<file path="src/hw/rtl/hau_ram.sv">
// Generic simple dual-port RAM with one write port and a registered read port.
// Standalone; has no package dependency.
module hau_ram #(
  parameter int WIDTH = 8,
  parameter int DEPTH = 16
) (
  input  logic                     clk,
  input  logic                     we,
  input  logic [$clog2(DEPTH)-1:0] waddr,
  input  logic [WIDTH-1:0]         wdata,
  input  logic [$clog2(DEPTH)-1:0] raddr,
  output logic [WIDTH-1:0]         rdata
);

  logic [WIDTH-1:0] mem [DEPTH];

  always_ff @(posedge clk) begin
    if (we) begin
      mem[waddr] <= wdata;
    end
    rdata <= mem[raddr];
  end

endmodule

</file>
<file path="config.mk">
export PLATFORM = sky130hd
export DESIGN_NAME = hau_ram
export DESIGN_NICKNAME = d
export VERILOG_FILES = /design/src/hw/rtl/hau_ram.sv
export SDC_FILE = /design/constraint.sdc
export NUM_CORES = 1
export LEC_CHECK = 0
export BUFFER_PORTS_ARGS = -buffer_cell sky130_fd_sc_hd__buf_2
export CAP_MARGIN = 20
export CELL_PAD_IN_SITES_DETAIL_PLACEMENT = 1
export CELL_PAD_IN_SITES_GLOBAL_PLACEMENT = 1
export CORE_MARGIN = 1
export CORE_UTILIZATION = 35
export DETAILED_ROUTE_END_ITERATION = 7
export PLACE_DENSITY = 0.66
export SYNTH_ARGS = -nofsm -noshare
export SYNTH_HDL_FRONTEND = slang
export SYNTH_SLANG_ARGS = --single-unit
</file>
<file path="constraint.sdc">
create_clock -name clk -period 2.4 [get_ports clk]
set_input_delay 0.6 -clock clk [delete_from_list [all_inputs] [get_ports clk]]
set_output_delay 0.6 -clock clk [all_outputs]
set_load 0.005 [all_outputs]
</file>
---- Word level (Yosys, flattened, before mapping) ----
Memory sizes are Yosys's and may differ from the RTL's. A register that Yosys moved wholly into a read port is not among the register bits.
Cells that the tools add are included.
word-level totals
  memories kept ........................... 1
  memory bits (writable) .................. 128
  output and inout bits ................... 8
  register bits ........................... 0
memory list
  name  depth  bits a word  read ports  clocked after Yosys merged registers in  write ports  line  text
  mem   16     8            1           1                                        1            15    logic [WIDTH-1:0] mem [DEPTH];
operators by class
  muxes and demuxes ....................... 2
operators with widths
  kind    number
  $mux 1  2

---- Depth between registers and ports, before layout ----
  depth after elaboration ................. 2
  gate-level depth with buffers ........... 5
  depth with buffers taken out ............ 3

---- Worst setup path after synthesis ----
OpenSTA, ideal clock, no wires.
  path type ............................... input -> register
  start point ............................. input waddr[2]
  end point ............................... memory mem[0][0] (enable)
  required time ........................... 2.017 ns
  cell stages on the path ................. 2
  path buffers ............................ 0
  slack ................................... 0.307 ns
  setup time .............................. 0.383 ns
  data arrival time ....................... 1.710 ns
  cell sequence ........................... or3b_2 > nor3_1
RTL lines
  what                line  text
  start: declaration  9     input logic [$clog2(DEPTH)-1:0] waddr,
  end: declaration    15
No word-level cell before the write port.

==> run_results.csv <==
group,metric,value,unit
timing,period_share,69.2,%
clock_network,numCtsBuffers,17,
layout,nFillCells,1354,
synth,seq_area_frac_synth,77.8,%
global_routing,met1_usage,21.9,%
setup_path,cp_data_required_time,2.68,ns
route,drc,0,
timing,clock.fmax,602,MHz
setup_path,worstPathCellList,"buf_2 > buf_12 > mux4_1 > a22oi_1 > nand2_1",
status,status,"complete, no violations",
global_routing,grt_pass1_wl,16200,microns
timing,final_hold_viol_count,0,
clock_network,cts_setup_buffers,0,
timing,worst_pin_slew,0.440,ns
synth,synthesis.nets,247,
synth,synth_simple_gate_area_share,3.18,%
clock_network,clock-sinks,136,
global_routing,grt_max_degree,24,
layout,layout_commonest_cell,"edfxtp_1",
global_routing,antenna_found_initial,0,
floorplan,coreArea,14100,sq um
global_routing,grt-busiest-layer,"met2",
timing,finalCriticalPeriod,1.66,ns
clock_network,clk_latency,0.41,ns
synth,yosysWarningCount,0,
route,ant_nets,0,
synth,synth_top_family_by_area,"multiplexers",
layout,layout_common_cells,"128 x edfxtp_1, 26 x buf_4, 25 x buf_2, 18 x mux4_2, 17 x clkbuf_16",
layout,layout-drive-gt1-share,31.4,%
synth,netlist_area,5150,sq um
pwr,peakVddDrop,0.547,mV
pwr,p_per_area,882,nW/um^2
floorplan,rows,43,
route,drt-wirelength-per-cell,22.8,microns
synth,synth_mux_area_share,15.0,%
synth,synth_compound_area_share,2.33,%
global_routing,overflow,0,
worst_hold_path,min-delay-path-class,"input port to flop",
clock_network,cts_resized,0,
timing,fin_ws,0.738,ns
timing,relSlewSlack,70.7,%
setup_path,cpPeakStageDelay,0.58,ns
setup_path,critPathArrivalTime,1.94,ns
worst_hold_path,hp-start,"wdata[2]",
clock_network,root_buffer,"clkbuf_16",
floorplan,dieHeight,123,microns
clock_network,cts_tree,"yes",
timing,rsz0062_at_grt,"no",
run,maxCapViolCount,0,
global_routing,use_met2,24.7,%
layout,num-nets-final,309,
synth,synth-adder-area-share,0,%
global_routing,grt_pass1_vias,2629,
timing,setup_tns,0,ns
layout,utilization,44.2,%
floorplan,ioPinCount,26,
timing,slew_violations,0,
place,dp.cells,452,
setup_path,crit_start,"raddr[0]",
floorplan,initial_utilization,36.5,%
setup_path,crit_type,"input port to flop",
clock_network,clock_path_buffers,2,
route,drtIter0Drc,226,
synth,syn_inst,229,
place,port_buffers,25,
place,pre_cts_slack,0.313,ns
pwr,p_leak,2.13,nW
floorplan,dieArea,15200,sq um
layout,finalNonFillerCells,483,
synth,synth.distinct_cells,19,
setup_path,endpoint_kind,"flop",
setup_path,cp_slowest_cell,"mux4_1",
clock_network,postCtsHoldBufs,0,
clock_network,cts.clk_slew.worst_paths,0.05,ns
setup_path,cp-start-kind,"input port",
synth,syn_area_per_cell,22.5,sq um
route,vias,2493,
route,drt-pass1-iter-count,4,
place,gp_congestion,0.739,
global_routing,track_usage,16.1,%
setup_path,crit_path_max_fanout,23,
floorplan,die_w,123,microns
timing,setup_viol,0,
timing,fin_skew,0.00692,ns
setup_path,worstReg2RegStart,"mem[0][1]",
layout,n_antenna_cell,0,
place,post-dp-hpwl,7290,microns
synth,ys_seq_elements,136,
layout,area_growth,21.1,%
route,viasPerCell,5.16,
route,drt-total-wl,11000,microns
synth,synth_xor_area_share,0,%
timing,whs,0.571,ns
global_routing,gr-usage-met3,4.20,%
clock_network,htreeDepth,4,
state kept, by name, indices dropped and copies added, names as in the netlist:
register  cells
rdata         8
mem         128
Yosys cell counts, drive strengths merged:
master         number  area [sq um]
a22oi              16           120
and2                1          6.26
and2b               1          7.51
buf                 7          56.3
clkdlybuf4s25       3          30.0
dfxtp               8           160
edfxtp            128          3840
mux4               32           773
nand2               9          33.8
nand2b              2          12.5
nand3               1          5.00
nand3b              2          15.0
nor2               13          48.8
nor2b               1          6.26
nor3                4          20.0
or3b                1          8.76
worst max-delay path, delay by kind of cell:
family	cells	cell delay [ns]
buffers and inverters	2	0.32
and+or+nand+nor	1	0.12
AOI/OAI and AO/OA	1	0.29
muxes	1	0.58
layout make-up:
class,instances,area (sq um),share of cell area [%]
Sequential cell,136,4000,64.2
Multi-Input combinational cell,83,1060,17.0
Clock buffer,27,493,7.91
Timing Repair Buffer,53,360,5.78
Tap cell,180,225,3.61
Clock inverter,4,93.8,1.51
kinds of logic (layout without fill, tap and decap cells):
family          Yosys count  in the layout
mux                      32             32
flops                   136            136
buf+inv                  10             84
compound gates           16             16
simple gates             35             35
metrics by stage:
| stage | total power, mW | cell area (sq um) |
|---|---|---|
| 2_1_floorplan | 2.85 | 5150 |
| 3_3_place_gp | 2.97 | 5650 |
| 3_5_place_dp | 2.98 | 5650 |
| 4_1_cts | 5.55 | 6230 |
| 5_1_grt | 5.67 | 6230 |
| 6_report | 5.50 | 6230 |
routing by layer:
| metal | share of wire (%) | routed length, microns | vias to the layer above |
|---|---|---|---|
| met5 | 0 | 0 | - |
| met4 | 1.0 | 113 | 0 |
| met3 | 4.3 | 470 | 10 |
| met2 | 48 | 5310 | 63 |
| met1 | 46 | 5120 | 1322 |
| li1 | - | - | 1098 |
power breakdown:
part / internal, mW / switching [mW]
Clock: 1.71 / 0.857
Sequential: 2.66 / 0.0177
Combinational: 0.112 / 0.144
Total: 4.48 / 1.02
final timing paths:
kind / end / slack, ns / cells past startpoint
setup / recovery: rdata[1] / 0.74 / 5
hold / removal: mem[13][2] / 0.57 / 1
setup reg to reg: rdata[1] / 0.98 / 3
hold reg to reg: rdata[3] / 0.68 / 3
(Power assumes the default switching activity.)
