[config.mk]
export PLATFORM = sky130hd
export DESIGN_NAME = hau_div
export DESIGN_NICKNAME = d
export VERILOG_FILES = /design/src/hw/rtl/hau_pkg.sv /design/src/hw/rtl/hau_div.sv
export SDC_FILE = /design/constraint.sdc
export NUM_CORES = 1
export LEC_CHECK = 0
export BUFFER_PORTS_ARGS = -buffer_cell sky130_fd_sc_hd__buf_4
export CAP_MARGIN = 5
export CORE_ASPECT_RATIO = 1.25
export CORE_MARGIN = 10
export CORE_UTILIZATION = 57
export DETAILED_ROUTE_END_ITERATION = 8
export PLACE_DENSITY = 0.87
export RECOVER_POWER = 50
export SETUP_SLACK_MARGIN = 0.02
export SYNTH_ARGS = -nofsm -noshare
export SYNTH_HDL_FRONTEND = slang
export SYNTH_SLANG_ARGS = --single-unit
[constraint.sdc]
create_clock -name clk -period 3.85 [get_ports clk]
set_input_delay 0.77 -clock clk [delete_from_list [all_inputs] [get_ports clk]]
set_output_delay 0.77 -clock clk [all_outputs]
set_load 0.05 [all_outputs]
[src/hw/rtl/hau_pkg.sv]
// Shared constants, codes and types for the heading attractor update block.
// Used by hau_div and heading_attractor_update; depends on nothing else.
package hau_pkg;

  localparam int NUM_CELLS  = 64;
  localparam int HALF_CELLS = NUM_CELLS / 2;
  localparam int CW         = $clog2(NUM_CELLS);
  localparam int WAW        = $clog2(HALF_CELLS + 1);
  localparam int ACT_W      = 24;
  localparam int WGT_W      = 18;
  localparam int PROD_W     = ACT_W + 1 + WGT_W;
  localparam int ACC_W      = PROD_W + CW;
  localparam int DIV_W      = ACT_W + CW;
  localparam int DVD_W      = ACT_W + 16;
  localparam int DCNT_W     = $clog2(DVD_W);
  localparam int IN_W       = 32;
  localparam int OUT_W      = 32;
  localparam int CFG_W      = ACT_W;

  localparam logic [ACT_W-1:0] ACT_MAX     = {ACT_W{1'b1}};
  localparam logic [ACT_W:0]   ONE_Q16     = (ACT_W + 1)'(65536);
  localparam logic [ACT_W-1:0] INH_AMT_RST = ACT_W'(16384);

  typedef enum logic [1:0] {
    REQ_LOAD   = 2'd0,
    REQ_UPDATE = 2'd1,
    REQ_READ   = 2'd2,
    REQ_NONE   = 2'd3
  } req_t;

  typedef enum logic [1:0] {
    CFG_INH_EN  = 2'd0,
    CFG_INH_AMT = 2'd1,
    CFG_NORM    = 2'd2,
    CFG_UNUSED  = 2'd3
  } cfg_idx_t;

  localparam logic [1:0] NORM_TOTAL = 2'd1;
  localparam logic [1:0] NORM_PEAK  = 2'd2;

  typedef enum logic [3:0] {
    S_IDLE,
    S_RD,
    S_MAC,
    S_MDRAIN,
    S_COPY,
    S_CWAIT,
    S_CDEC,
    S_NRD,
    S_NLD,
    S_NDIV,
    S_FINISH
  } state_t;

endpackage

[src/hw/rtl/hau_div.sv]
// Restoring divider, one quotient bit per cycle, for activity normalization.
// Depends on hau_pkg for the dividend and divisor widths.
module hau_div (
  input  logic                       clk,
  input  logic                       rst,
  input  logic                       start,
  input  logic [hau_pkg::DVD_W-1:0]  dividend,
  input  logic [hau_pkg::DIV_W-1:0]  divisor,
  output logic [hau_pkg::DVD_W-1:0]  quot,
  output logic                       done
);
  import hau_pkg::*;

  logic              busy;
  logic [DCNT_W-1:0] cnt;
  logic [DVD_W-1:0]  dvd;
  logic [DIV_W-1:0]  rem;
  logic [DIV_W:0]    trial;
  logic              step_bit;
  logic [DIV_W-1:0]  step_rem;

  always_comb begin
    trial    = {rem, dvd[DVD_W-1]};
    step_bit = trial >= {1'b0, divisor};
    step_rem = step_bit ? DIV_W'(trial - {1'b0, divisor}) : trial[DIV_W-1:0];
  end

  always_ff @(posedge clk) begin
    if (rst) begin
      busy <= 1'b0;
      done <= 1'b0;
    end else begin
      done <= 1'b0;
      if (start) begin
        busy <= 1'b1;
      end else if (busy && cnt == DCNT_W'(DVD_W - 1)) begin
        busy <= 1'b0;
        done <= 1'b1;
      end
    end
  end

  always_ff @(posedge clk) begin
    if (start) begin
      cnt  <= '0;
      dvd  <= dividend;
      rem  <= '0;
      quot <= '0;
    end else if (busy) begin
      cnt  <= cnt + 1'b1;
      dvd  <= {dvd[DVD_W-2:0], 1'b0};
      rem  <= step_rem;
      quot <= {quot[DVD_W-2:0], step_bit};
    end
  end

endmodule

After elaboration in Yosys (flattened, before gate mapping)
Cells that the tools add are included.
{ "classes": {"magnitude_cmp": 1, "mux": 6, "n_reduce_logical": 4, "add_sub_neg": 2, "eq_ne": 1} }
{ "ops": {"columns": ["op", "n"], "rows": [
  ["40-bit two-way mux", 2],
  ["31-bit by 30-bit greater-or-equal comparator with 1-bit output", 1],
  ["30-bit two-way mux", 1],
  ["30-bit subtractor", 1],
  ["6-bit by 1-bit adder with 6-bit output (second input constant)", 1],
  ["6-bit equality test (second input constant)", 1],
  ["2-bit nonzero test", 2],
  ["1-bit two-way mux", 3],
  ["2-bit OR reduction", 1],
  ["1-bit logical AND", 1]
]} }
{ "word_totals": {"out_inout_bits": 41, "in_bits": 73, "ff_bits": 118} }

Longest topological paths before layout
{ "depth": {"ltp_word": 4, "ltp_mapped": 13} }

Worst setup path before layout
Ideal clock, no wire load.
{ "synth_timing": {"path_type": "input port to flip-flop", "startpoint": "input divisor[5] (netlist bit)", "endpoint": "register rem[28]", "path_buffers": 0, "cell_stages": 10, "t_arrival_ns": 2.772, "path_slack_ns": 0.956, "setup_ns": 0.122, "path_cell_list": "inv_1 -> ha_1 -> a21oi_1 -> nor3b_1 -> a211oi_1 -> or4b_1 -> a31oi_1 -> o21bai_1 -> xnor2_1 -> o21ai_1"} }
{ "synth_via": {"elab_chain_len": 2} }
{ "synth_lines": {"columns": ["item", "line", "rtl"], "rows": [
  ["from (decl)", "hau_div.sv:8", "input logic [hau_pkg::DIV_W-1:0] divisor,"],
  ["30-bit subtractor / 31-bit by 30-bit greater-or-equal comparator with 1-bit output (equally long branches)", "hau_div.sv:25, hau_div.sv:24", null],
  ["30-bit two-way mux *", "hau_div.sv:25", "step_rem = step_bit ? DIV_W'(trial - {1'b0, divisor}) : trial[DIV_W-1:0];"],
  ["to (signal assigned)", "hau_div.sv:52", "rem <= step_rem;"],
  ["to (decl)", "hau_div.sv:17", "logic [DIV_W-1:0] rem;"]
]} }
Every way passes the cells marked *; elsewhere a longest branch is shown, timed or not.
A chain may end at the register's enable or synchronous reset.

Worst setup path after layout
{ "layout_timing": {"startpoint": "input divisor[5] (netlist bit)", "endpoint": "register rem[23]"} }
The elaborated chain is that of the path after synthesis.

==> results_dict.tcl <==
set metrics [dict create \
    cts_buffers 17 \
    vias 5519 \
    cts_tree "done" \
    cp.required_ns 4.14 \
    core_mm2 0.0115 \
    cts_sinks 118 \
    timing.fmax_ghz 0.320 \
    initial_utilization 0.577 \
    finalHoldViolCount 0 \
    p_leak_nw 3.29 \
    clock_latency_ns 0.42 \
    cp_top_family "simple AND/OR/NAND/NOR gates" \
    postCtsHoldBufs 0 \
    fp.dieArea_mm2 0.0164 \
    violations "capacitance limit, slew limit" \
    worstPathArrival_ns 3.41 \
    critPathMaxStageDelay_ns 0.40 \
    cts_root_buf "clkbuf_16" \
    synth_area_mm2 0.00664 \
    crit_cells 12 \
    synthArstFlopShare 0 \
    drt_wl_total_um 17700 \
    antenna_found_initial 0 \
    syn_nets 793 \
    power_density_mw_per_mm2 450 \
    wl_per_cell_um 18.8 \
    synth_top_area_frac 0.235 \
    cp_slowest_cell "nor3_1" \
    worst_pin_slew_ns 1.82 \
    io_buffers 113 \
    syn-mean-instance-area_um2 9.64 \
    rows 44 \
    vdd_drop_max_uv 397 \
    r2r_end "rem[23]" \
    fin_nets 895 \
    regToRegStartpoint "rem[4]" \
    finish.utilization 0.693 \
    criticalPathCategory "in2reg" \
    setup-tns-final_ns 0 \
    setup_violations 0 \
    layout_commonest_cell "nor2_1" \
    path_cells "buf_4 -> inv_1 -> ha_1 -> nor3_1 -> nor3b_1 -> o21ai_1 -> nand2_1 -> a211oi_4 -> or2_1 -> buf_4 -> nand2_1 -> a311oi_1" \
    synth_cells 688 \
    overflow 0 \
    drtPass1Iterations 5 \
    clock_skew_ns 0.00635 \
    synthTopCellsByArea "dfxtp_1 24%, edfxtp_1 18%, mux2i_1 6.8%, mux2_2 6.6%, ha_1 5.8%" \
    maxCapViolations 1 \
    path_clk_slew_ns 0.06 \
    cts_resized 0 \
    diodes 0 \
    via_per_inst 5.87 \
    layout_common_cells "92 x nor2_1, 79 x buf_4, 77 x dfxtp_1" \
    regToRegSetupSlack_ns 0.84 \
    crit_buf_inv 3 \
    ys.flop_type "dfxtp_1" \
    fin_crit_ns 3.12 \
    whs_ns 0.510 \
    detail_route.iter0.violations 348 \
    ys_seq_elements 118 \
    drive_above_1_share 0.229 \
    cp-endpoint "rem[23]" \
    fill_cells 882 \
    cts_max_level 4 \
    dp_hpwl_um 12300 \
    die_height_um 141 \
    grt_pass1_vias 5990 \
    synth_top_area_cell "dfxtp_1" \
    ios 114 \
    ys_types 65 \
    postRouteAntennaNets 0 \
    startpoint "divisor[5]" \
    fin_crit_sh 0.810 \
    synth_edf_count 40 \
    slew_violations 70 \
    ff2ff_path_depth 10 \
    yosysWarnings 0 \
    chipWidth_um 117 \
    maxSlewHeadroom -0.214 \
    syn2layout_area_growth_pct 20.2 \
    status "complete, but fails checks" \
    drc 0 \
    ys_seq_area_frac 0.416 \
    postCtsSetupBuffers 0 \
    rsz0062_at_grt "no" \
    worst-path-max-fanout 29 \
    crit_path_end_kind "flop" \
    gp_congestion 0.945 \
    hp-class "reg2reg" \
    track_usage 0.223 \
    grt_max_degree 70 \
    clockBufferDepth 2 \
    worst_setup_path_start_kind "primary input" \
    grt_pass1_wl_um 29300 \
]
==> where the power goes <==
| part | leakage [nW] | internal [W] | switching (W) |
|---|---|---|---|
| clock network | 0.286 | 0.000972 | 0.000634 |
| registers | 1.04 | 0.00137 | 0.0000443 |
| logic | 1.97 | 0.000252 | 0.000315 |
==> per-layer routing <==
metal	part of all wire	track usage	up-vias
met5	0	0	-
met3	0.073	0.0743	49
met2	0.52	0.385	172
met4	0.031	0.112	0
met1	0.37	0.235	2623
li1	-	-	2675
==> how the worst min path moves through the flow <==
stage | slack, ns | cells after the start | start | endpoint
after floorplan | 0.45 | 2 | rem[29] | rem[29]
after global placement | 0.47 | 2 | cnt[5] | cnt[5]
after detailed placement | 0.49 | 2 | cnt[5] | cnt[5]
after CTS | 0.51 | 2 | cnt[5] | cnt[5]
after global routing | 0.53 | 2 | rst | busy
final | 0.51 | 2 | cnt[5] | cnt[5]
==> flip-flops by register name, summed over array words and instances (netlist names) <==
name and count:
quot 40, done 1, dvd 40, busy 1
rem 30, cnt 6
==> kinds of logic (layout without fill, tap and decap cells) <==
group / Yosys count / after routing / synth area share
AND/OR/NAND/NOR: 223 / 223 / 0.159
AO/OA/AOI/OAI: 125 / 125 / 0.142
flip-flops: 118 / 118 / 0.416
multiplexers: 84 / 84 / 0.134
buffers and inverters: 78 / 193 / 0.0507
adder cells (fa/ha/maj): 32 / 32 / 0.0615
XOR/XNOR: 28 / 28 / 0.0370
==> cell type report <==
| cell class | instances | area [um^2] | share of cell area |
|---|---|---|---|
| Clock inverter | 14 | 168 | 0.0210 |
| Sequential cell | 118 | 2770 | 0.347 |
| Clock buffer | 18 | 429 | 0.0538 |
| Tap cell | 138 | 173 | 0.0217 |
| Timing Repair Buffer | 122 | 757 | 0.0949 |
| Multi-Input combinational cell | 492 | 3540 | 0.443 |
| Inverter | 39 | 146 | 0.0184 |
==> stage by stage <==
| step | total power, W | std cells | area [um^2] | setup slack [ns] |
|---|---|---|---|---|
| 6_report | 0.00359 | 941 | 7980 | 0.730 |
| 5_1_grt | 0.00372 | 941 | 7980 | 0.455 |
| 4_1_cts | 0.00360 | 941 | 8130 | 0.793 |
| 3_5_place_dp | 0.00199 | 909 | 7540 | 0.360 |
| 3_3_place_gp | 0.00197 | 909 | 7540 | 0.523 |
| 2_1_floorplan | 0.00184 | 688 | 6640 | 0.956 |
==> cells in the mapped netlist (all sizes together) (9+ instances only) <==
cell	instances
nor3	14
ha	31
xor2	13
buf	21
clkbuf	18
edfxtp	40
nand2	65
a311oi	18
dfxtp	78
nand4	14
nor2	93
inv	39
o21ai	19
mux2	39
mux2i	45
a21oi	35
xnor2	15
a211oi	9
==> worst register-to-register path, stage by stage, from the launching register on <==
cell and delay (ns):
dfxtp_1 0.41, ha_1 0.32, nor3_1 0.40, nor3b_1 0.11, o21ai_1 0.16, nand2_1 0.18, a211oi_4 0.40, or2_1 0.16
buf_4 0.36, nand2_1 0.10, a311oi_1 0.29
Power figures use the tool's default switching activity.
